[config.mk]
export PLATFORM = sky130hd
export DESIGN_NAME = first_next_fit_block_allocator
export DESIGN_NICKNAME = d
export VERILOG_FILES = /design/src/rtl/fnfba_pkg.sv /design/src/rtl/fnfba_ctrl.sv /design/src/rtl/fnfba_dp.sv /design/src/rtl/first_next_fit_block_allocator.sv
export SDC_FILE = /design/constraint.sdc
export NUM_CORES = 2
export LEC_CHECK = 0
export BUFFER_PORTS_ARGS = -buffer_cell sky130_fd_sc_hd__buf_2
export CAP_MARGIN = 10
export CORE_ASPECT_RATIO = 0.8
export CORE_MARGIN = 2
export CORE_UTILIZATION = 45
export CTS_CLUSTER_DIAMETER = 100
export DETAILED_ROUTE_END_ITERATION = 8
export HOLD_SLACK_MARGIN = 0.06
export RECOVER_POWER = 25
export SYNTH_ARGS = -nofsm -noshare
export SYNTH_HDL_FRONTEND = slang
export SYNTH_HIERARCHICAL = 1
export SYNTH_SLANG_ARGS = --single-unit
export TNS_END_PERCENT = 20
[constraint.sdc]
create_clock -name clk_i -period 7.19 [get_ports clk_i]
set_clock_uncertainty 0.05 [all_clocks]
set_input_delay 1.438 -clock clk_i [delete_from_list [all_inputs] [get_ports clk_i]]
set_output_delay 1.438 -clock clk_i [all_outputs]
set_load 0.02 [all_outputs]
[src/rtl/fnfba_pkg.sv]
// shared codes, states and control structs of the first/next fit block allocator
`default_nettype none

package fnfba_pkg;

  // action codes carried in the input word
  localparam logic [1:0] ACT_ALLOC = 2'd0;
  localparam logic [1:0] ACT_FREE  = 2'd1;
  localparam logic [1:0] ACT_INIT  = 2'd2;

  // status codes of a result word
  localparam logic [2:0] ST_OK          = 3'd0;
  localparam logic [2:0] ST_NO_FIT      = 3'd1;
  localparam logic [2:0] ST_FULL        = 3'd2;
  localparam logic [2:0] ST_NOT_FOUND   = 3'd3;
  localparam logic [2:0] ST_DOUBLE_FREE = 3'd4;

  // register select (byte address bit 2)
  localparam logic REG_ARENA = 1'b0;
  localparam logic REG_MODE  = 1'b1;

  // arena size after reset
  localparam logic [15:0] ARENA_RESET = 16'd65532;

  typedef enum logic [3:0] {
    S_IDLE,
    S_RD,
    S_CHK,
    S_SPLIT,
    S_SH_RD,
    S_SH_WR,
    S_WR_REM,
    S_WR_PICK,
    S_FREE_WR,
    S_INIT,
    S_DONE
  } state_e;

  // controller to datapath
  typedef struct packed {
    logic load;      // latch request, set up scan
    logic rd_scan;   // read table at scan index
    logic step;      // advance scan index
    logic take;      // capture hit entry
    logic sh_init;   // start shift at table end
    logic rd_shift;  // read entry below shift index
    logic wr_shift;  // write it one slot up
    logic wr_rem;    // write free remainder after pick
    logic wr_pick;   // write picked entry as used
    logic wr_free;   // write matched entry as free
    logic wr_init;   // restore single free block
    logic addr_ok;   // result carries picked offset
  } cmd_t;

  // datapath to controller
  typedef struct packed {
    logic hit;      // current entry fits or matches
    logic used;     // current entry is in use
    logic last;     // current entry is the last to scan
    logic rest_nz;  // picked block needs a split
    logic full;     // table holds the maximum entries
    logic sh_more;  // entries left to move up
  } sts_t;

endpackage

`default_nettype wire

[src/rtl/fnfba_ctrl.sv]
// sequencer of the allocator: scan, split, shift and result hand-off
`default_nettype none

module fnfba_ctrl (
  input  wire                 clk_i,
  input  wire                 rst_ni,
  input  wire                 in_valid_i,
  input  wire  [1:0]          action_i,
  input  wire                 out_free_i,
  input  fnfba_pkg::sts_t     sts_i,
  output fnfba_pkg::cmd_t     cmd_o,
  output logic                in_ready_o,
  output logic                res_valid_o,
  output logic [2:0]          res_status_o
);
  import fnfba_pkg::*;

  state_e     state_q, state_d;
  logic [2:0] code_q, code_d;
  logic [1:0] act_q, act_d;
  logic       ok_q, ok_d;

  // state and result code registers
  always_ff @(posedge clk_i or negedge rst_ni) begin
    if (!rst_ni) begin
      state_q <= S_IDLE;
      code_q  <= ST_OK;
      act_q   <= ACT_ALLOC;
      ok_q    <= 1'b0;
    end else begin
      state_q <= state_d;
      code_q  <= code_d;
      act_q   <= act_d;
      ok_q    <= ok_d;
    end
  end

  // next state and commands
  always_comb begin
    state_d     = state_q;
    code_d      = code_q;
    act_d       = act_q;
    ok_d        = ok_q;
    cmd_o       = '0;
    in_ready_o  = 1'b0;
    res_valid_o = 1'b0;
    unique case (state_q)
      S_IDLE: begin
        in_ready_o = 1'b1;
        if (in_valid_i) begin
          cmd_o.load = 1'b1;
          act_d      = action_i;
          code_d     = ST_OK;
          ok_d       = 1'b0;
          unique case (action_i)
            ACT_ALLOC, ACT_FREE: state_d = S_RD;
            ACT_INIT:            state_d = S_INIT;
            default:             state_d = S_DONE;
          endcase
        end
      end
      S_RD: begin
        cmd_o.rd_scan = 1'b1;
        state_d       = S_CHK;
      end
      S_CHK: begin
        if (sts_i.hit) begin
          cmd_o.take = 1'b1;
          if (act_q == ACT_ALLOC) begin
            state_d = S_SPLIT;
          end else if (sts_i.used) begin
            state_d = S_FREE_WR;
          end else begin
            code_d  = ST_DOUBLE_FREE;
            state_d = S_DONE;
          end
        end else begin
          cmd_o.step = 1'b1;
          if (sts_i.last) begin
            code_d  = (act_q == ACT_ALLOC) ? ST_NO_FIT : ST_NOT_FOUND;
            state_d = S_DONE;
          end else begin
            state_d = S_RD;
          end
        end
      end
      S_SPLIT: begin
        if (!sts_i.rest_nz) begin
          state_d = S_WR_PICK;
        end else if (sts_i.full) begin
          code_d  = ST_FULL;
          state_d = S_DONE;
        end else begin
          cmd_o.sh_init = 1'b1;
          state_d       = S_SH_RD;
        end
      end
      S_SH_RD: begin
        if (sts_i.sh_more) begin
          cmd_o.rd_shift = 1'b1;
          state_d        = S_SH_WR;
        end else begin
          state_d = S_WR_REM;
        end
      end
      S_SH_WR: begin
        cmd_o.wr_shift = 1'b1;
        state_d        = S_SH_RD;
      end
      S_WR_REM: begin
        cmd_o.wr_rem = 1'b1;
        state_d      = S_WR_PICK;
      end
      S_WR_PICK: begin
        cmd_o.wr_pick = 1'b1;
        ok_d          = 1'b1;
        state_d       = S_DONE;
      end
      S_FREE_WR: begin
        cmd_o.wr_free = 1'b1;
        state_d       = S_DONE;
      end
      S_INIT: begin
        cmd_o.wr_init = 1'b1;
        state_d       = S_DONE;
      end
      S_DONE: begin
        if (out_free_i) begin
          res_valid_o = 1'b1;
          state_d     = S_IDLE;
        end
      end
      default: state_d = S_IDLE;
    endcase
    cmd_o.addr_ok = ok_q;
  end

  assign res_status_o = code_q;

endmodule

`default_nettype wire

[src/rtl/fnfba_dp.sv]
// block table memory, scan and shift counters, fit and match compare
`default_nettype none

module fnfba_dp #(
  parameter int MAX_BLOCKS  = 64,
  parameter int OFFSET_BITS = 16
) (
  input  wire                 clk_i,
  input  wire                 rst_ni,
  input  fnfba_pkg::cmd_t     cmd_i,
  output fnfba_pkg::sts_t     sts_o,
  input  wire  [1:0]          action_i,
  input  wire  [15:0]         request_size_i,
  input  wire  [15:0]         block_address_i,
  input  wire  [15:0]         arena_size_i,
  input  wire                 fit_mode_i,
  output logic [15:0]         res_addr_o,
  output logic [6:0]          block_count_o
);
  import fnfba_pkg::*;

  localparam int IDXW = $clog2(MAX_BLOCKS);
  localparam int CNTW = $clog2(MAX_BLOCKS + 1);
  localparam int CW   = (OFFSET_BITS > 17) ? OFFSET_BITS : 17;
  localparam int OB   = OFFSET_BITS;
  localparam int EW   = 2 * OFFSET_BITS + 1;
  localparam logic [63:0] MAXA  = ((64'd1 << OFFSET_BITS) - 64'd1) & ~64'd3;
  localparam logic [63:0] RST_A = ({48'd0, ARENA_RESET} > MAXA) ? MAXA
                                                                 : {48'd0, ARENA_RESET};
  localparam logic [CNTW-1:0] MAXN = CNTW'(MAX_BLOCKS);

  // entry word: {used, size, offset}
  logic [EW-1:0]   mem [MAX_BLOCKS];
  logic [EW-1:0]   rdata_q;
  logic            rd_fresh_q;
  logic            fresh_q;
  logic [CNTW-1:0] count_q;
  logic [IDXW-1:0] rover_q;
  logic [CW-1:0]   need_q;
  logic [CW-1:0]   where_q;
  logic            alloc_q;
  logic [IDXW-1:0] idx_q;
  logic [CNTW-1:0] left_q;
  logic [IDXW-1:0] pick_q;
  logic [EW-1:0]   pick_ent_q;
  logic [CNTW-1:0] sh_q;

  logic [EW-1:0]   entry;
  logic [CW-1:0]   e_off, e_size, p_off, p_size;
  logic            e_used;
  logic [16:0]     need17, arena17;
  logic [CW-1:0]   arena_x, maxa_x, init_sel;
  logic [CW-1:0]   rest, rem_off;
  logic [IDXW-1:0] start, idx_next, raddr, waddr;
  logic [CNTW-1:0] sh_dec, pick_inc;
  logic [EW-1:0]   wdata;
  logic            re, we;
  logic [31:0]     cnt32;

  // entry 0 reads as the reset block until first written
  assign entry  = rd_fresh_q ? {1'b0, RST_A[OB-1:0], {OB{1'b0}}} : rdata_q;
  assign e_off  = CW'(entry[OB-1:0]);
  assign e_size = CW'(entry[2*OB-1:OB]);
  assign e_used = entry[2*OB];
  assign p_off  = CW'(pick_ent_q[OB-1:0]);
  assign p_size = CW'(pick_ent_q[2*OB-1:OB]);

  // request rounding and re-init block size
  assign need17   = ({1'b0, request_size_i} + 17'd3) & ~17'd3;
  assign arena17  = ({1'b0, arena_size_i} + 17'd3) & ~17'd3;
  assign arena_x  = CW'(arena17);
  assign maxa_x   = MAXA[CW-1:0];
  assign init_sel = (arena_x > maxa_x) ? maxa_x : arena_x;

  // scan start: rover for allocate in next fit, else head
  assign start = ((action_i == ACT_ALLOC) && fit_mode_i && (CNTW'(rover_q) < count_q))
                 ? rover_q : '0;
  assign idx_next = (CNTW'(idx_q) == count_q - CNTW'(1)) ? '0 : idx_q + IDXW'(1);

  // split arithmetic
  assign rest     = p_size - need_q;
  assign rem_off  = p_off + need_q;
  assign sh_dec   = sh_q - CNTW'(1);
  assign pick_inc = CNTW'(pick_q) + CNTW'(1);

  // status to controller
  always_comb begin
    sts_o.hit     = alloc_q ? (!e_used && (e_size >= need_q)) : (e_off == where_q);
    sts_o.used    = e_used;
    sts_o.last    = (left_q == CNTW'(1));
    sts_o.rest_nz = (p_size != need_q);
    sts_o.full    = (count_q >= MAXN);
    sts_o.sh_more = (sh_q > pick_inc);
  end

  // memory read port
  assign re    = cmd_i.rd_scan | cmd_i.rd_shift;
  assign raddr = cmd_i.rd_shift ? sh_dec[IDXW-1:0] : idx_q;

  // memory write port
  always_comb begin
    we    = 1'b1;
    waddr = pick_q;
    wdata = pick_ent_q;
    priority if (cmd_i.wr_shift) begin
      waddr = sh_q[IDXW-1:0];
      wdata = entry;
    end else if (cmd_i.wr_rem) begin
      waddr = pick_q + IDXW'(1);
      wdata = {1'b0, rest[OB-1:0], rem_off[OB-1:0]};
    end else if (cmd_i.wr_pick) begin
      wdata = {1'b1, need_q[OB-1:0], pick_ent_q[OB-1:0]};
    end else if (cmd_i.wr_free) begin
      wdata = {1'b0, pick_ent_q[2*OB-1:0]};
    end else if (cmd_i.wr_init) begin
      waddr = '0;
      wdata = {1'b0, init_sel[OB-1:0], {OB{1'b0}}};
    end else begin
      we = 1'b0;
    end
  end

  // table storage
  always_ff @(posedge clk_i) begin
    if (we) begin
      mem[waddr] <= wdata;
    end
    if (re) begin
      rdata_q <= mem[raddr];
    end
  end

  // table control state
  always_ff @(posedge clk_i or negedge rst_ni) begin
    if (!rst_ni) begin
      fresh_q    <= 1'b1;
      rd_fresh_q <= 1'b0;
      count_q    <= CNTW'(1);
      rover_q    <= '0;
    end else begin
      if (re) begin
        rd_fresh_q <= fresh_q && (raddr == '0);
      end
      if (we && (waddr == '0)) begin
        fresh_q <= 1'b0;
      end
      if (cmd_i.wr_init) begin
        count_q <= CNTW'(1);
        rover_q <= '0;
      end else begin
        if (cmd_i.wr_rem) begin
          count_q <= count_q + CNTW'(1);
        end
        if (cmd_i.wr_pick) begin
          rover_q <= pick_q;
        end
      end
    end
  end

  // request, scan and shift working registers
  always_ff @(posedge clk_i) begin
    if (cmd_i.load) begin
      need_q  <= CW'(need17);
      where_q <= CW'(block_address_i);
      alloc_q <= (action_i == ACT_ALLOC);
      idx_q   <= start;
      left_q  <= count_q;
    end else if (cmd_i.step) begin
      idx_q  <= idx_next;
      left_q <= left_q - CNTW'(1);
    end
    if (cmd_i.take) begin
      pick_q     <= idx_q;
      pick_ent_q <= entry;
    end
    if (cmd_i.sh_init) begin
      sh_q <= count_q;
    end else if (cmd_i.wr_shift) begin
      sh_q <= sh_dec;
    end
  end

  // result fields
  assign res_addr_o    = cmd_i.addr_ok ? p_off[15:0] : 16'd0;
  assign cnt32         = 32'(count_q);
  assign block_count_o = cnt32[6:0];

endmodule

`default_nettype wire

[src/rtl/first_next_fit_block_allocator.sv]
// top level: stream ports, config registers, result register, controller and datapath
// work per word: allocate scans entries for a fit and, on a split, moves later entries up one
//   slot; free scans for a matching offset; re-init rewrites the single free block
// one word at a time: the next is taken the cycle after its result is registered,
//   and the result waits while the output register is still full
// reset: table holds one free block of 65532 bytes (capped to the offset width),
//   arena_size 65532, first fit; no clearing pass, the block is ready at once
`default_nettype none

module first_next_fit_block_allocator #(
  parameter int MAX_BLOCKS  = 64,
  parameter int OFFSET_BITS = 16
) (
  input  wire         clk_i,
  input  wire         rst_ni,
  // input word
  input  wire         s_axis_tvalid,
  output logic        s_axis_tready,
  input  wire  [39:0] s_axis_tdata,   // action[1:0], request_size[17:2], block_address[33:18]
  // result word
  output logic        m_axis_tvalid,
  input  wire         m_axis_tready,
  output logic [31:0] m_axis_tdata,   // status[2:0], address[18:3], block_count[25:19]
  // config port
  input  wire         psel,
  input  wire         penable,
  input  wire         pwrite,
  input  wire  [2:0]  paddr,
  input  wire  [31:0] pwdata,
  output logic [31:0] prdata,
  output logic        pready
);
  import fnfba_pkg::*;

  logic [15:0] arena_q;
  logic        mode_q;
  logic        out_valid_q;
  logic [25:0] out_data_q;
  logic        apb_wr;
  logic        out_free;
  logic        res_valid;
  logic [2:0]  res_status;
  logic [15:0] res_addr;
  logic [6:0]  block_count;
  cmd_t        cmd;
  sts_t        sts;

  // config registers
  assign pready = 1'b1;
  assign apb_wr = psel & penable & pwrite;
  assign prdata = (paddr[2] == REG_MODE) ? {31'd0, mode_q} : {16'd0, arena_q};

  always_ff @(posedge clk_i or negedge rst_ni) begin
    if (!rst_ni) begin
      arena_q <= ARENA_RESET;
      mode_q  <= 1'b0;
    end else if (apb_wr) begin
      if (paddr[2] == REG_MODE) begin
        mode_q <= pwdata[0];
      end else begin
        arena_q <= pwdata[15:0];
      end
    end
  end

  fnfba_ctrl u_ctrl (
    .clk_i        (clk_i),
    .rst_ni       (rst_ni),
    .in_valid_i   (s_axis_tvalid),
    .action_i     (s_axis_tdata[1:0]),
    .out_free_i   (out_free),
    .sts_i        (sts),
    .cmd_o        (cmd),
    .in_ready_o   (s_axis_tready),
    .res_valid_o  (res_valid),
    .res_status_o (res_status)
  );

  fnfba_dp #(
    .MAX_BLOCKS  (MAX_BLOCKS),
    .OFFSET_BITS (OFFSET_BITS)
  ) u_dp (
    .clk_i           (clk_i),
    .rst_ni          (rst_ni),
    .cmd_i           (cmd),
    .sts_o           (sts),
    .action_i        (s_axis_tdata[1:0]),
    .request_size_i  (s_axis_tdata[17:2]),
    .block_address_i (s_axis_tdata[33:18]),
    .arena_size_i    (arena_q),
    .fit_mode_i      (mode_q),
    .res_addr_o      (res_addr),
    .block_count_o   (block_count)
  );

  // result word register
  assign out_free = !out_valid_q || m_axis_tready;

  always_ff @(posedge clk_i or negedge rst_ni) begin
    if (!rst_ni) begin
      out_valid_q <= 1'b0;
    end else if (res_valid) begin
      out_valid_q <= 1'b1;
    end else if (m_axis_tready) begin
      out_valid_q <= 1'b0;
    end
  end

  always_ff @(posedge clk_i) begin
    if (res_valid) begin
      out_data_q <= {block_count, res_addr, res_status};
    end
  end

  assign m_axis_tvalid = out_valid_q;
  assign m_axis_tdata  = {6'd0, out_data_q};

`ifndef SYNTH
  // a taken word starts work, no second word enters meanwhile
  a_one_in_flight: assert property (@(posedge clk_i) disable iff (!rst_ni)
    (s_axis_tvalid && s_axis_tready) |=> !s_axis_tready)
    else $error("input accepted while a word is in work");

  // a result only lands in a free output register
  a_no_overwrite: assert property (@(posedge clk_i) disable iff (!rst_ni)
    res_valid |-> (!out_valid_q || m_axis_tready))
    else $error("result register overwritten");

  // table never grows past its capacity
  a_count_cap: assert property (@(posedge clk_i) disable iff (!rst_ni)
    (32'(block_count) <= 32'(MAX_BLOCKS)) || (MAX_BLOCKS > 127))
    else $error("block count beyond table size");

  // results with a failing status report address zero
  a_addr_zero: assert property (@(posedge clk_i) disable iff (!rst_ni)
    (m_axis_tvalid && (m_axis_tdata[2:0] != ST_OK)) |-> (m_axis_tdata[18:3] == 16'd0))
    else $error("address given with a failing status");
`endif

endmodule

`default_nettype wire
==> out/results.md <==
• **run status** complete, but fails checks
• **violated checks** capacitance limit, slew limit
• **Crit. End Element** flip-flop
• **quantity of hold-fixing buffers added after cts** 0
• **maximum clock path buffer count** 3
• **Critical Path Sink** u_dp/mem[25][15]$_DFFE_PP_
• **core box area** 203,700 µm²
• **Max VDD drop** 0.3093 mV
• **clk_lat worst skew** 0.85 ns
• **sequential fraction of the synthesis area** 74.79%
• **cells on worst reg2reg path** 7
• **worst max-slew margin expressed relative to the limit** -149.0%
• **Critical R2R Launch** u_ctrl/state_q[3]$_DFFE_PN0P_
• **vias in the first global route** 46.69k
• **CTS H-tree lvls** 4
• **antenna violations before repair** 20
• **top post-synthesis cells by area** sky130_fd_sc_hd__edfxtp_1 74%, sky130_fd_sc_hd__mux4_2 11%, sky130_fd_sc_hd__nand2_1 1.8%
• **maximum operating frequency** 0.1570 GHz
• **yosys warns** 6
• **overall track demand over capacity in global routing** 23.04%
• **met1 usage** 35.39%
• **count of fill cells added during filler insertion** 16.37k
• **count of endpoints failing setup in the final report** 0
• **combined area of the multi-input logic cells** 22,370 µm²
• **required arrival time at the worst endpoint** 7.73 ns
• **Port Buffers** 101
• **total wire length** 242.0 mm
• **area share of the largest cell type after synthesis** 73.60%
• **number of search-and-repair iterations in the first detailed-routing pass** 6
• **wire length of the first global-routing pass** 344.2 mm
• **slack of the worst reg-to-reg path** 0.82 ns
• **number of cells after detailed placement** 7,603
• **Yosys reg bits** 2,305
• **global-route layer with the greatest usage** met1
• **placed wire-length estimate** 141.4 mm
• **Die X** 510.3 µm
• **fraction of met3 tracks used by global routing** 4.229%
• **count of flip-flops with a built-in enable after synthesis** 2,262
• **Num CTS Buffers** 212
• **RSZ-0062 raised after global routing** no
• **number of setup buffers added after CTS** 0
• **DIE HEIGHT** 409.1 µm
• **Maximum Capacitance Violations** 21
• **Total Nets Final** 5,261
• **I/O pin count** 149
• **commonest cells in the synthesized netlist** 2,262 x sky130_fd_sc_hd__edfxtp_1, 462 x sky130_fd_sc_hd__mux4_2, 437 x sky130_fd_sc_hd__nand2_1, 158 x sky130_fd_sc_hd__nand3_1, 140 x sky130_fd_sc_hd__nor2_1
• **via density per instance** 6.059
• **post-synthesis cell count** 4,885
• **Placement Rows** 148
• **number of distinct library cells after synthesis** 88
• **dominant register cell in the synthesized netlist** sky130_fd_sc_hd__edfxtp_1
• **data arrival at the endpoint of the critical path** 6.91 ns
• **number of routed nets with antenna violations** 0
• **HP Class** flip-flop to flip-flop
• **final core utilization** 50.88%
• **combined flip-flop and latch cell area** 69,020 µm²
• **global placer's final weighted congestion** 0.8791
• **setup_tns** 0 ns
• **Vias** 48.49k
• **starting utilization of the core area** 45.31%
• **launch point of the critical path** u_ctrl/state_q[3]$_DFFE_PN0P_
• **Iteration-0 DRC Markers** 6,623
• **post-route minimum period** 6.371 ns
• **final non-filler cell total** 8,002
• **biggest area consumer among synthesized cells** sky130_fd_sc_hd__edfxtp_1
• **Root Buffer** sky130_fd_sc_hd__clkbuf_16
• **Worst Max-Slew Pin Slew** 3.736 ns
• **async set-reset flop share out of synthesis** 1.866%
• **largest driver fanout on the critical path** 33
• **Pwr per Cell Area** 401.3 nW/µm²
• **routed len/inst** 30.24 µm
• **Cell Area, Synth** 92,290 µm²
• **standby leakage power** 32.91 nW
• **Setup Crit Path Kind** flip-flop to flip-flop
• **TritonCTS Sinks** 2,305
• **syn avg cell area** 18.89 µm²
• **crit start category** flip-flop
• **remaining global-route overflow** 0
• **Resized cells post-CTS** 0
• **R2R Path End** u_dp/mem[25][15]$_DFFE_PP_
• **clock tree from TritonCTS** done
• **portion of the clock cycle consumed by the worst path in the final layout** 88.60%
• **hold violation count in the final report** 0
• **Max Transition Viols Final** 1,101
• **fraction of final layout cells with drive strength greater than 1** 21.32%
• **clock edge transition at the registers on the reported setup and hold paths** 0.06 ns
• **met2 layer usage reported by global route** 34.42%
• **top-count cell post-synth** sky130_fd_sc_hd__edfxtp_1
• **area grow syn2layout** 12.31%
• **area of the die** 208,700 µm²
• **residual DRC count** 0
• **maximum number of pins on one net before global-route repair** 113
• **final critical-path setup slack** 0.8194 ns
• **Post-Place Setup Slack** 1.331 ns
==> state kept, by name (all words and copies together) (netlist names), 3 cells and up <==
| signal | flops |
|---|---|
| u_dp/mem | 2112 |
| u_dp/pick_ent_q | 33 |
| u_dp/rdata_q | 33 |
| out_data_q | 26 |
| arena_q | 16 |
| u_dp/where_q | 16 |
| u_dp/need_q | 15 |
| u_dp/block_count_o | 7 |
| u_dp/left_q | 7 |
| u_dp/sh_q | 7 |
| u_dp/idx_q | 6 |
| u_dp/pick_q | 6 |
| u_dp/rover_q | 6 |
| u_ctrl/state_q | 4 |
| u_ctrl/res_status_o | 3 |
==> how the worst min path moves through the flow <==
stage	startpoint	to	slack [ns]	cells after the start
2_1_floorplan	u_ctrl/res_status_o[0]$_DFFE_PN0P_	out_data_q[0]$_DFFE_PP_	0.37	0
6_report	u_ctrl/res_status_o[0]$_DFFE_PN0P_	out_data_q[0]$_DFFE_PP_	0.39	0
3_5_place_dp	u_ctrl/res_status_o[0]$_DFFE_PN0P_	out_data_q[0]$_DFFE_PP_	0.38	0
4_1_cts	u_ctrl/res_status_o[0]$_DFFE_PN0P_	out_data_q[0]$_DFFE_PP_	0.40	0
3_3_place_gp	u_ctrl/res_status_o[0]$_DFFE_PN0P_	out_data_q[0]$_DFFE_PP_	0.38	0
5_1_grt	u_ctrl/res_status_o[0]$_DFFE_PN0P_	out_data_q[0]$_DFFE_PP_	0.42	0
==> critical path: stages (launching register included) <==
cell and delay [ns]:
sky130_fd_sc_hd__dfrtp_1 0.59, sky130_fd_sc_hd__nand2b_1 0.33, sky130_fd_sc_hd__nor2_1 0.18, sky130_fd_sc_hd__clkbuf_1 1.23, sky130_fd_sc_hd__o21ai_0 0.35, sky130_fd_sc_hd__xor2_1 0.24
sky130_fd_sc_hd__o21ai_1 2.45, sky130_fd_sc_hd__buf_4 0.67
==> layout make-up <==
class | instances | share of cell area (%)
clock buffers | 276 | 5.491
clock inverters | 111 | 0.8378
flip-flops and latches | 2305 | 66.59
multi-input cells | 2256 | 21.59
diodes | 11 | 0.02656
well taps | 2700 | 3.259
inverters | 60 | 0.2197
repair buffers | 283 | 1.988
==> layer usage <==
metal / routed length, µm / vias to the layer above
met5: 48 / -
met4: 4305 / 6
met3: 22200 / 272
met2: 111000 / 2139
met1: 104400 / 25760
li1: - / 20310
==> per-stage QoR <==
step	hold WS, ns	area [µm²]	total power [mW]
floorplan	0.3694	92370	25.81
global placement	0.3797	97310	30.89
detailed placement	0.3831	97310	31.05
CTS	0.3983	103900	41.80
global route	0.4195	103600	43.15
finish	0.3950	103600	41.59
==> cell families (layout without fill, tap and decap cells) <==
logic type | count (synthesis) | count (layout) | synth area share, %
buffers and inverters | 345 | 730 | 1.908
AO/OA/AOI/OAI | 516 | 516 | 4.066
flip-flops | 2305 | 2305 | 74.79
AND/OR/NAND/NOR | 1037 | 1037 | 5.412
other | 2 | 34 | 0.008138
multiplexers | 545 | 545 | 12.27
XOR/XNOR | 74 | 74 | 0.7023
adder cells (fa/ha/maj) | 61 | 61 | 0.8433
==> report_power, final <==
group	switching (mW)	total (mW)	internal, mW
combinational	8.83	13.7	4.92
clock	4.89	10.8	5.93
sequential	0.421	17.0	16.6
==> cell usage in the layout (no fill, tap or decap), types with 46 or more instances in the layout <==
master                      Yosys  routed
sky130_fd_sc_hd__buf_2         91      52
sky130_fd_sc_hd__mux2i_1       53      52
sky130_fd_sc_hd__clkinv_1       0      46
sky130_fd_sc_hd__a22oi_1      137     137
sky130_fd_sc_hd__a31oi_1       47      46
sky130_fd_sc_hd__edfxtp_1    2262    2262
sky130_fd_sc_hd__nand3_1      158     158
sky130_fd_sc_hd__nor2_1       140      73
sky130_fd_sc_hd__xnor2_1       48      48
sky130_fd_sc_hd__inv_1         59      58
sky130_fd_sc_hd__clkbuf_1     111     122
sky130_fd_sc_hd__and3_1        71      71
sky130_fd_sc_hd__ha_1          59      59
sky130_fd_sc_hd__buf_4         45     132
sky130_fd_sc_hd__nor2_4         0      67
sky130_fd_sc_hd__mux4_2       462     462
sky130_fd_sc_hd__nand2_1      437     436
sky130_fd_sc_hd__clkbuf_16      0     217
sky130_fd_sc_hd__a21oi_1       55      52
sky130_fd_sc_hd__o21ai_0       64      51
No activity file was read; power rests on OpenSTA's default activity.
